==> src/design/pidaw_pkg.sv <==
// pidaw_pkg: widths, register indexes, datapath op codes and shared types
// for the pid controller with back-calculation anti-windup
// no dependencies
package pidaw_pkg;

  localparam int ERR_W  = 32;
  localparam int DT_W   = 24;
  localparam int GAIN_W = 32;
  localparam int LIM_W  = 31;
  localparam int ST_W   = 48;
  localparam int FRAC_W = 16;
  localparam int MUL_W  = 33;
  localparam int PROD_W = 2 * MUL_W;
  localparam int ADDR_W = 4;
  localparam int DATA_W = 32;

  localparam int DERIV_COEF_DEF = 100;
  localparam int BACKCALC_GAIN  = 100;

  localparam logic signed [ST_W-1:0] ST_MAX = {1'b0, {(ST_W-1){1'b1}}};
  localparam logic signed [ST_W-1:0] ST_MIN = {1'b1, {(ST_W-1){1'b0}}};

  typedef enum logic [1:0] {
    REG_PROP_GAIN  = 2'd0,
    REG_INTEG_GAIN = 2'd1,
    REG_DERIV_GAIN = 2'd2,
    REG_OUT_LIMIT  = 2'd3
  } reg_idx_e;

  typedef enum logic [3:0] {
    OP_NONE,
    OP_MP,
    OP_MD,
    OP_MI,
    OP_DC,
    OP_SUM,
    OP_CLAMP,
    OP_TERM,
    OP_MTH,
    OP_MTL,
    OP_MDH,
    OP_MDL,
    OP_UPD
  } dp_op_e;

  typedef struct packed {
    logic   load;
    dp_op_e op;
    logic   push;
  } pidaw_cmd_t;

  typedef struct packed {
    logic signed [GAIN_W-1:0] prop_gain;
    logic signed [GAIN_W-1:0] integ_gain;
    logic signed [GAIN_W-1:0] deriv_gain;
    logic        [LIM_W-1:0]  out_limit;
  } pidaw_cfg_t;

  function automatic logic signed [ST_W-1:0] sat_st(input logic signed [63:0] x);
    logic signed [ST_W-1:0] r;
    if (x > 64'(ST_MAX)) begin
      r = ST_MAX;
    end else if (x < 64'(ST_MIN)) begin
      r = ST_MIN;
    end else begin
      r = x[ST_W-1:0];
    end
    return r;
  endfunction

endpackage

==> src/design/pidaw_regs.sv <==
// pidaw_regs: apb register file for gains and output limit
// depends on pidaw_pkg
module pidaw_regs import pidaw_pkg::*; (
  input  logic              clk_i,
  input  logic              rst_ni,
  input  logic              psel,
  input  logic              penable,
  input  logic              pwrite,
  input  logic [ADDR_W-1:0] paddr,
  input  logic [DATA_W-1:0] pwdata,
  output logic [DATA_W-1:0] prdata,
  output logic              pready,
  output pidaw_cfg_t        cfg_o
);

  pidaw_cfg_t cfg_q;
  reg_idx_e   idx;
  logic       wr_en;

  assign pready = 1'b1;
  assign idx    = reg_idx_e'(paddr[ADDR_W-1:2]);
  assign wr_en  = psel && penable && pwrite && pready;
  assign cfg_o  = cfg_q;

  always_ff @(posedge clk_i or negedge rst_ni) begin
    if (!rst_ni) begin
      cfg_q <= '0;
    end else if (wr_en) begin
      unique case (idx)
        REG_PROP_GAIN:  cfg_q.prop_gain  <= signed'(pwdata[GAIN_W-1:0]);
        REG_INTEG_GAIN: cfg_q.integ_gain <= signed'(pwdata[GAIN_W-1:0]);
        REG_DERIV_GAIN: cfg_q.deriv_gain <= signed'(pwdata[GAIN_W-1:0]);
        REG_OUT_LIMIT:  cfg_q.out_limit  <= pwdata[LIM_W-1:0];
        default: ;
      endcase
    end
  end

  always_comb begin
    unique case (idx)
      REG_PROP_GAIN:  prdata = DATA_W'(unsigned'(cfg_q.prop_gain));
      REG_INTEG_GAIN: prdata = DATA_W'(unsigned'(cfg_q.integ_gain));
      REG_DERIV_GAIN: prdata = DATA_W'(unsigned'(cfg_q.deriv_gain));
      REG_OUT_LIMIT:  prdata = DATA_W'(cfg_q.out_limit);
      default:        prdata = '0;
    endcase
  end

endmodule

==> config.mk <==
export PLATFORM = sky130hd
export DESIGN_NAME = pidaw_regs
export DESIGN_NICKNAME = d
export VERILOG_FILES = /design/src/design/pidaw_pkg.sv /design/src/design/pidaw_regs.sv
export SDC_FILE = /design/constraint.sdc
export NUM_CORES = 1
export LEC_CHECK = 0
export BUFFER_PORTS_ARGS = -buffer_cell sky130_fd_sc_hd__buf_4
export CAP_MARGIN = 20
export CORE_UTILIZATION = 45
export DETAILED_ROUTE_END_ITERATION = 6
export PLACE_DENSITY = 0.84
export SKIP_CTS_REPAIR_TIMING = 1
export SLEW_MARGIN = 20
export SYNTH_ARGS = -nofsm -noshare
export SYNTH_HDL_FRONTEND = slang
export SYNTH_SLANG_ARGS = --single-unit
==> constraint.sdc <==
create_clock -name clk_i -period 1.2 [get_ports clk_i]
set_clock_uncertainty 0.15 [all_clocks]
set_input_delay 0.06 -clock clk_i [delete_from_list [all_inputs] [get_ports clk_i]]
set_output_delay 0.06 -clock clk_i [all_outputs]
set_load 0.05 [all_outputs]
==> results.py <==
metrics = {
    "detailed_routing": {
        "routed-via-count": 4884,
        "wl_per_cell_um": 26.34,
        "dr.pass1.iters": 4,
        "routed_wirelength_um": 23600,
        "drc": 0,
        "drtIter0Drc": 310,
        "viasPerCell": 5.451,
        "antenna_left": 0,
    },
    "yosys": {
        "synth_cell_types": 19,
        "yosysWarningCount": 0,
        "seq_area_frac_synth": 0.5654,
        "synth_edf_count": 0,
        "synth_top_flop_cell": "dfrtp_1",
        "synth_cells": 319,
        "synth_top_area_cell": "dfrtp_1",
        "synth-async-reset-ratio": 1.000,
        "yosysTopAreaCellShare": 0.5654,
        "ys_ff_latch": 127,
        "syn_area_per_cell_sq_um": 17.62,
        "synth.area.top_cells": "dfrtp_1 57%, mux2_2 19%, mux4_2 12%, mux2_4 8.0%, buf_2 1.2%",
        "syn_area_sq_um": 5620,
        "synth_nets": 360,
    },
    "global_route": {
        "grt_pass1_vias": 4645,
        "grt_pass1_wl_um": 25230,
        "globalRouteTotalUtil": 0.2649,
        "grt_max_degree": 66,
        "overflow": 0,
        "antenna_found_initial": 1,
    },
    "final_layout": {
        "seqCellArea_sq_um": 3333,
        "areaGrowthSynthToFinish_pct": 99.02,
        "nets": 756,
        "final_util": 0.9236,
        "multiInputGateArea_sq_um": 2340,
        "largest_register_ffs": 127,
        "nFillCells": 330,
        "layout-drive-gt1-share": 0.9367,
    },
    "clock_tree": {
        "clock_sinks": 127,
        "clock_path_buffers": 2,
        "clockRootBuffer": "clkbuf_16",
        "cts_buffers": 17,
        "tritoncts": "done",
        "clock_latency_ps": 430,
        "htree_levels": 4,
        "clk_pin_slew_worst_paths_ps": 60,
    },
    "floorplanning": {
        "io_pins": 201,
        "die_w_um": 113.8,
        "dieArea_sq_um": 12940,
        "fp-row-count": 40,
        "initial_core_util": 0.4640,
        "core_sq_um": 12110,
        "die_y_um": 113.8,
    },
    "pwr": {
        "ir_drop_mv": 1.558,
        "power_density_nw_per_um2": 2334,
        "leakage_nw": 5.103,
    },
    "timing": {
        "post-route-min-period_ps": 1783,
        "fin_ws_ps": -583.1,
        "rsz0062_at_grt": "true",
        "fin_crit_sh": 1.486,
        "setup_viol": 173,
        "final_hold_viol_count": 0,
        "slew_violations": 0,
        "timing.fmax_mhz": 560.8,
    },
    "outcome": {
        "status": "finished, violations left",
        "violations": "setup timing",
    },
    "worst_hold_path": {
        "hold_path_class": "in -> async",
    },
    "worst_setup_path": {
        "end_kind": "primary output",
        "cp-start-kind": "flop",
        "cp.required_ps": 990,
        "crit_type": "reg -> out",
        "cp.arrival_ps": 1570,
        "worstPathMaxFanout": 2,
    },
    "run": {
        "drv_cap": 0,
    },
    "placement": {
        "routabilityCongestion": 0.7734,
        "dpl.hpwl_um": 11650,
        "port_buffers": 197,
        "dp_slack_ps": -415.7,
    },
}
-- synth_stat cells, types with 2 or more instances --
cell / instances
dfrtp_1: 127
mux2_2: 93
mux4_2: 31
mux2_4: 30
buf_2: 13
clkbuf_1: 4
mux2_1: 4
buf_4: 3
buf_6: 3
nand3_1: 2
-- layer usage --
layer / wire length, um / global-route usage / vias to the layer above
met4: 1014 / 0.09825 / 0
li1: - / - / 1983
met3: 1450 / 0.08289 / 76
met2: 12940 / 0.4533 / 280
met5: 0 / 0 / -
met1: 8202 / 0.3140 / 2545
-- logic make-up (layout without fill, tap and decap cells) --
| family | after synthesis | count (layout) | synth area share |
|---|---|---|---|
| compound gates | 1 | 1 | 0.0008896 |
| other cells | 1 | 2 | 0.0006672 |
| mux | 159 | 159 | 0.4005 |
| simple gates | 7 | 7 | 0.007571 |
| flops | 127 | 127 | 0.5655 |
| buf+inv | 24 | 432 | 0.02493 |
-- final timing paths --
check	from	end	slack (ps)	cells past startpoint
max	cfg_o[16]	prdata[16]	-580	2
min	rst_ni	cfg_o[102]	80	3
max reg2reg	cfg_o[77]	cfg_o[77]	-30	3
min reg2reg	cfg_o[62]	cfg_o[62]	450	1
max in group asynchronous	rst_ni	cfg_o[20]	470	3
min in group clk_i	paddr[3]	cfg_o[118]	190	5
-- power by group --
| part | total (mW) | internal, mW | switching, mW |
|---|---|---|---|
| sequential | 6.39 | 5.48 | 0.915 |
| clock | 5.43 | 3.47 | 1.96 |
| combinational | 14.3 | 6.73 | 7.55 |
-- metrics by stage --
step	std cells	hold slack [ps]	setup TNS (ps)	power, mW	cell area [sq um]
floorplan	319	-385.6	-19870	12.51	5862
global placement	811	-49.80	-40570	16.57	8588
detailed placement	811	-42.72	-43690	16.88	8588
CTS	842	-489.3	-35500	22.19	9189
global route	896	85.14	-34570	26.72	11190
finish	896	76.59	-30960	26.10	11190
-- placed cells by master (no fill, tap or decap) --
master           n
diode_2          1
nor2_4           1
buf_12          12
inv_2            1
nand3_1          2
mux4_2          31
dfrtp_2        124
or2_2            1
buf_4           82
or3_2            1
conb_1           1
dlygate4sd3_1   33
mux2i_2          1
nor3_4           1
dfrtp_1          3
buf_6          157
clkbuf_16       17
clkinv_2         3
mux2_1           2
clkbuf_8         4
o21ai_4          1
clkbuf_1         4
mux2_4          32
bufinv_16        3
nand4_1          1
mux2_2          93
buf_8          116
-- worst max-delay path, stage by stage, from the launching register on --
cell	delay (ps)
dfrtp_2	440
mux4_2	530
buf_6	180
-- cell type report --
type	count	area share
diodes	1	0.0002237
flip-flops and latches	127	0.2980
inverters	1	0.0003356
clock inverters	6	0.009396
repair buffers	400	0.4198
multi-input cells	168	0.2092
well taps	168	0.01879
clock buffers	25	0.04430
(Power assumes the default switching activity.)
