### config.mk
export PLATFORM = sky130hd
export DESIGN_NAME = pidaw_ctrl
export DESIGN_NICKNAME = d
export VERILOG_FILES = /design/src/design/pidaw_pkg.sv /design/src/design/pidaw_ctrl.sv
export SDC_FILE = /design/constraint.sdc
export NUM_CORES = 1
export LEC_CHECK = 0
export BUFFER_PORTS_ARGS = -buffer_cell sky130_fd_sc_hd__buf_2
export CORE_AREA = 2 2 39 41
export CTS_CLUSTER_DIAMETER = 50
export CTS_CLUSTER_SIZE = 12
export DETAILED_ROUTE_END_ITERATION = 12
export DIE_AREA = 0 0 41 43
export PLACE_DENSITY_LB_ADDON = 0.12
export SLEW_MARGIN = 10
export SYNTH_ARGS = -nofsm -noshare
export SYNTH_HDL_FRONTEND = slang
export SYNTH_SLANG_ARGS = --single-unit
### constraint.sdc
create_clock -name clk_i -period 1.5 [get_ports clk_i]
set_input_delay 0.3 -clock clk_i [delete_from_list [all_inputs] [get_ports clk_i]]
set_output_delay 0.3 -clock clk_i [all_outputs]
set_load 0.02 [all_outputs]
### src/design/pidaw_pkg.sv
// pidaw_pkg: widths, register indexes, datapath op codes and shared types
// for the pid controller with back-calculation anti-windup
// no dependencies
package pidaw_pkg;

  localparam int ERR_W  = 32;
  localparam int DT_W   = 24;
  localparam int GAIN_W = 32;
  localparam int LIM_W  = 31;
  localparam int ST_W   = 48;
  localparam int FRAC_W = 16;
  localparam int MUL_W  = 33;
  localparam int PROD_W = 2 * MUL_W;
  localparam int ADDR_W = 4;
  localparam int DATA_W = 32;

  localparam int DERIV_COEF_DEF = 100;
  localparam int BACKCALC_GAIN  = 100;

  localparam logic signed [ST_W-1:0] ST_MAX = {1'b0, {(ST_W-1){1'b1}}};
  localparam logic signed [ST_W-1:0] ST_MIN = {1'b1, {(ST_W-1){1'b0}}};

  typedef enum logic [1:0] {
    REG_PROP_GAIN  = 2'd0,
    REG_INTEG_GAIN = 2'd1,
    REG_DERIV_GAIN = 2'd2,
    REG_OUT_LIMIT  = 2'd3
  } reg_idx_e;

  typedef enum logic [3:0] {
    OP_NONE,
    OP_MP,
    OP_MD,
    OP_MI,
    OP_DC,
    OP_SUM,
    OP_CLAMP,
    OP_TERM,
    OP_MTH,
    OP_MTL,
    OP_MDH,
    OP_MDL,
    OP_UPD
  } dp_op_e;

  typedef struct packed {
    logic   load;
    dp_op_e op;
    logic   push;
  } pidaw_cmd_t;

  typedef struct packed {
    logic signed [GAIN_W-1:0] prop_gain;
    logic signed [GAIN_W-1:0] integ_gain;
    logic signed [GAIN_W-1:0] deriv_gain;
    logic        [LIM_W-1:0]  out_limit;
  } pidaw_cfg_t;

  function automatic logic signed [ST_W-1:0] sat_st(input logic signed [63:0] x);
    logic signed [ST_W-1:0] r;
    if (x > 64'(ST_MAX)) begin
      r = ST_MAX;
    end else if (x < 64'(ST_MIN)) begin
      r = ST_MIN;
    end else begin
      r = x[ST_W-1:0];
    end
    return r;
  endfunction

endpackage

### src/design/pidaw_ctrl.sv
// pidaw_ctrl: sequencer for one controller step over the shared multiplier
// depends on pidaw_pkg
module pidaw_ctrl import pidaw_pkg::*; (
  input  logic       clk_i,
  input  logic       rst_ni,
  input  logic       in_valid_i,
  output logic       in_ready_o,
  input  logic       out_ready_i,
  output logic       out_valid_o,
  output pidaw_cmd_t cmd_o
);

  typedef enum logic [3:0] {
    ST_IDLE,
    ST_MP,
    ST_MD,
    ST_MI,
    ST_DC,
    ST_SUM,
    ST_CLAMP,
    ST_TERM,
    ST_MTH,
    ST_MTL,
    ST_MDH,
    ST_MDL,
    ST_UPD,
    ST_PUSH
  } state_e;

  state_e state_q, state_d;
  logic   out_valid_q, out_valid_d;
  logic   out_free;
  dp_op_e op;

  assign in_ready_o  = (state_q == ST_IDLE);
  assign out_valid_o = out_valid_q;
  assign out_free    = !out_valid_q || out_ready_i;

  always_comb begin
    state_d = state_q;
    op      = OP_NONE;
    unique case (state_q)
      ST_IDLE: begin
        if (in_valid_i) state_d = ST_MP;
      end
      ST_MP:    begin op = OP_MP;    state_d = ST_MD;    end
      ST_MD:    begin op = OP_MD;    state_d = ST_MI;    end
      ST_MI:    begin op = OP_MI;    state_d = ST_DC;    end
      ST_DC:    begin op = OP_DC;    state_d = ST_SUM;   end
      ST_SUM:   begin op = OP_SUM;   state_d = ST_CLAMP; end
      ST_CLAMP: begin op = OP_CLAMP; state_d = ST_TERM;  end
      ST_TERM:  begin op = OP_TERM;  state_d = ST_MTH;   end
      ST_MTH:   begin op = OP_MTH;   state_d = ST_MTL;   end
      ST_MTL:   begin op = OP_MTL;   state_d = ST_MDH;   end
      ST_MDH:   begin op = OP_MDH;   state_d = ST_MDL;   end
      ST_MDL:   begin op = OP_MDL;   state_d = ST_UPD;   end
      ST_UPD:   begin op = OP_UPD;   state_d = ST_PUSH;  end
      ST_PUSH: begin
        if (out_free) state_d = ST_IDLE;
      end
      default: state_d = ST_IDLE;
    endcase
  end

  always_comb begin
    cmd_o.load = in_valid_i && in_ready_o;
    cmd_o.op   = op;
    cmd_o.push = (state_q == ST_PUSH) && out_free;
  end

  always_comb begin
    if (cmd_o.push) begin
      out_valid_d = 1'b1;
    end else if (out_ready_i) begin
      out_valid_d = 1'b0;
    end else begin
      out_valid_d = out_valid_q;
    end
  end

  always_ff @(posedge clk_i or negedge rst_ni) begin
    if (!rst_ni) begin
      state_q     <= ST_IDLE;
      out_valid_q <= 1'b0;
    end else begin
      state_q     <= state_d;
      out_valid_q <= out_valid_d;
    end
  end

endmodule

==> summary.txt <==
Global routing
  – Global-route wire length before repair: about 1200 µm
  – Largest net degree at the start of global routing: 12
  – Via count of the first global-routing pass: ~300
  – Initial antenna violation count: 0
  – Gr ovfl total: 0
  – Global-route usage over all layers: 10.8%

Finish
  – Antenna fix cells: 0
  – Post-route standard cell area excluding fillers: 463 µm²
  – Area taken by flip-flops and latches: 128 µm²
  – Commonest cells after routing, fill and taps aside: sky130_fd_sc_hd__buf_4 (7), sky130_fd_sc_hd__buf_2 (6), sky130_fd_sc_hd__a21oi_1 (3), sky130_fd_sc_hd__clkbuf_4 (3), sky130_fd_sc_hd__dfrtp_1 (3)
  – Fill count: roughly 160
  – Multi-input combinational cell area: about 180 µm²
  – P&R area growth vs syn: 32.1%
  – Non-filler instance count after layout: approximately 70
  – Layout cell share with drive strength beyond 1: between 40 and 50%
  – Total number of nets in the final design: between 50 and 60
  – Most common library cell in the layout ignoring fill and taps: sky130_fd_sc_hd__buf_4

Route
  – Mean routed wirelength per cell: around 11 µm
  – Routed via count divided by cell count: between 4 and 5
  – Post-route DRC: 0
  – Routed via count: between 300 and 400
  – Total Wirelength: ~770 µm
  – Antenna Violating Nets Remaining: 0
  – DRC violation total after the first TritonRoute iteration: 1
  – Drt pass-1 iters: 2

STA
  – Final critical delay including setup and external delays: around 1.6 ns
  – Slack of the critical path: -0.0791 ns
  – Fmax: approximately 630 MHz
  – Setup repair after global routing missed its margin: yes
  – Share of the clock period used by the worst path: 105%
  – Total count of max-transition violations in the final report: 0
  – Headroom to the max-slew limit: ~86%
  – Least-Margin Pin Slew: between 0.2 and 0.25 ns
  – Clock Skews: ~0.0024 ns
  – Sum Neg Setup Slack: -0.152 ns
  – Hold violation count in the final report: 0
  – Setup Viol. Count Final: 3

CTS
  – Total clock sinks: 5
  – Maximum clock path buffer count: 2
  – Library cell used as clock root buffer: sky130_fd_sc_hd__clkbuf_4
  – CTS tree: yes
  – Clock slew at the register clock pins of the worst setup and hold paths: approximately 0.04 ns
  – TritonCTS buffer count: 3
  – Clock Latency Late Sink: ~0.24 ns
  – CTS HTree Levels: 1

Placement
  – Post-DP Area: between 300 and 400 µm²
  – DP Cell Count: a little over 60
  – Buffers on Ports: 11
  – Total half-perimeter wirelength after legalization and detailed placement: around 580 µm
  – Placer congestion estimate: about 0.66
  – Pre-CTS WS: 0.140 ns

Setup path
  – Required time at the worst-slack endpoint: roughly 1.2 ns
  – Worst R2R End: state_q[2]
  – Startpoint of the worst-slack reg-to-reg timing path: state_q[2]
  – Setup crit start: state_q[1]
  – Worst Path Max Fanout: 3
  – Timing endpoint of the critical path: cmd_o[5]
  – CP Launch Type: flop
  – Worst setup slack for register-to-register paths: 0.29 ns
  – Critical path data arrival time: ~1.3 ns
  – Critical path type: reg2out
  – Reg2Reg Depth: 3
  – Type of element capturing the critical path: output pin

Power and ir drop
  – Sw Pwr: around 0.50 mW
  – Cell internal power dissipation: 0.598 mW
  – VDD IR max: approximately 1000 µV
  – Switching Share: between 40 and 50%
  – Sequential group share of total power: between 20% and 30%
  – Comb pwr share: around 58%
  – Static leakage: roughly 0.21 nW
  – Share of power burned in the clock network: 14.1%
  – Power density normalized to cell area: 2370 nW/µm²

Hold path
  – Type of the tightest min-delay check: in2async

Floorplan
  – Total die area: ~1800 µm²
  – FP Rows: 14
  – Die X: about 41 µm
  – Die span in y: between 40 and 50 µm
  – Starting utilization of the core area: roughly a quarter
  – Core area: around 1400 µm²
  – # IOs: 12

Logic synthesis
  – Area of the mapped netlist: around 350 µm²
  – Count of yosys warnings during synthesis: 0
  – Mean post-synth cell area: 9.22 µm²
  – Distinct cell type count of the synthesized netlist: 26
  – Register bit count reported by yosys: 5
  – Cells after Synth: 38
  – Sequential-to-total area share from yosys stat: a little over a third
  – Synthesized netlist net count: 42

Outcome
  – Violated checks: negative setup slack
  – Result of the run: finished with violations

Run
  – MaxCap Viol Count: 0
power groups by stage:
| stage | Combinational, mW | Sequential (mW) | Clock [mW] |
|---|---|---|---|
| finish | 0.638 | 0.305 | 0.155 |
| CTS | 0.627 | 0.306 | 0.163 |
| detailed placement | 0.593 | 0.302 | 0 |
| floorplan | 0.552 | 0.231 | 0 |
| global placement | 0.578 | 0.297 | 0 |
| global route | 0.694 | 0.320 | 0.171 |
per-stage QoR:
stage               utilization (%)  hold slack, ns  power (mW)
global route                   33.5           0.406        1.19
floorplan                         -         0.00441       0.783
finish                         33.5           0.397        1.10
global placement               28.8           0.116       0.875
detailed placement             28.8           0.117       0.895
CTS                            32.7           0.396        1.10
how the worst min path moves through the flow:
stage                     startpoint          end  slack, ns  cells after the start
final                         rst_ni  out_valid_o       0.40                      2
after global routing          rst_ni  out_valid_o       0.41                      2
after CTS                     rst_ni  out_valid_o       0.40                      2
after detailed placement      rst_ni   state_q[1]       0.12                      1
after global placement        rst_ni   state_q[1]       0.12                      1
after floorplan               rst_ni  out_valid_o      0.004                      0
layout make-up:
cell class                      instances  area share (%)
Clock buffer                            4            5.68
Inverter                                2            1.62
Sequential cell                         5            27.6
Timing Repair Buffer                   15            22.4
Multi-Input combinational cell         26            38.4
Tap cell                               16            4.32
sequential cells by signal, summed over array words and instances (netlist names):
signal       cells
out_valid_o      1
state_q          4
cells in the mapped netlist:
| cell | instances | area, µm² |
|---|---|---|
| sky130_fd_sc_hd__or2_4 | 1 | 8.76 |
| sky130_fd_sc_hd__xnor2_1 | 1 | 8.76 |
| sky130_fd_sc_hd__nor3_4 | 1 | 16.3 |
| sky130_fd_sc_hd__nor4b_1 | 1 | 8.76 |
| sky130_fd_sc_hd__nand3_1 | 1 | 5.00 |
| sky130_fd_sc_hd__dfrtp_1 | 5 | 125 |
| sky130_fd_sc_hd__inv_2 | 1 | 3.75 |
| sky130_fd_sc_hd__nand2_1 | 2 | 7.51 |
| sky130_fd_sc_hd__o21ai_0 | 2 | 10.0 |
| sky130_fd_sc_hd__and3_1 | 1 | 6.26 |
| sky130_fd_sc_hd__buf_2 | 1 | 5.00 |
| sky130_fd_sc_hd__o211ai_1 | 1 | 7.51 |
| sky130_fd_sc_hd__or3_1 | 2 | 12.5 |
| sky130_fd_sc_hd__nor3_1 | 1 | 5.00 |
| sky130_fd_sc_hd__buf_4 | 2 | 15.0 |
| sky130_fd_sc_hd__a21boi_0 | 2 | 15.0 |
| sky130_fd_sc_hd__nor2_1 | 1 | 3.75 |
| sky130_fd_sc_hd__inv_1 | 1 | 3.75 |
| sky130_fd_sc_hd__buf_6 | 2 | 22.5 |
| sky130_fd_sc_hd__nor2b_1 | 1 | 6.26 |
| sky130_fd_sc_hd__a311oi_1 | 1 | 8.76 |
| sky130_fd_sc_hd__and2_1 | 1 | 6.26 |
| sky130_fd_sc_hd__a211o_1 | 1 | 8.76 |
| sky130_fd_sc_hd__a21oi_1 | 3 | 15.0 |
| sky130_fd_sc_hd__nand4b_1 | 1 | 8.76 |
| sky130_fd_sc_hd__nand2b_1 | 1 | 6.26 |
metal layers:
metal  part of all wire [%]  global-route usage, %  up-vias
met5                      0                      0        -
met4                      0                   12.0        0
met3                    3.4                   2.09        0
met2                     54                   14.7        5
met1                     43                   12.4      144
li1                       -                      -      160
critical path, stage by stage, from the launching register on:
cell and delay (ns):
sky130_fd_sc_hd__dfrtp_1 0.37, sky130_fd_sc_hd__or2_4 0.28, sky130_fd_sc_hd__nor3_4 0.12, sky130_fd_sc_hd__and2_4 0.16
sky130_fd_sc_hd__buf_6 0.11
cell families (layout without fill, tap and decap cells):
| kind of cell | Yosys count | in the layout | synth area share (%) |
|---|---|---|---|
| and+or+nand+nor | 15 | 15 | 28.9 |
| AOI/OAI and AO/OA | 10 | 10 | 18.6 |
| buffers and inverters | 7 | 21 | 14.3 |
| DFF | 5 | 5 | 35.7 |
| xor gates and xnor gates | 1 | 1 | 2.50 |
timing repair:
action | 4_1_cts | 5_1_grt
endpoints found under the hold margin | 5 | 0
hold buffers | 1 | 0
gates resized for setup | 8 | 1
endpoints found under the setup margin | 5 | 7
pin swaps | 0 | 0
setup buffers | 0 | 1
Power figures use the tool's default switching activity.
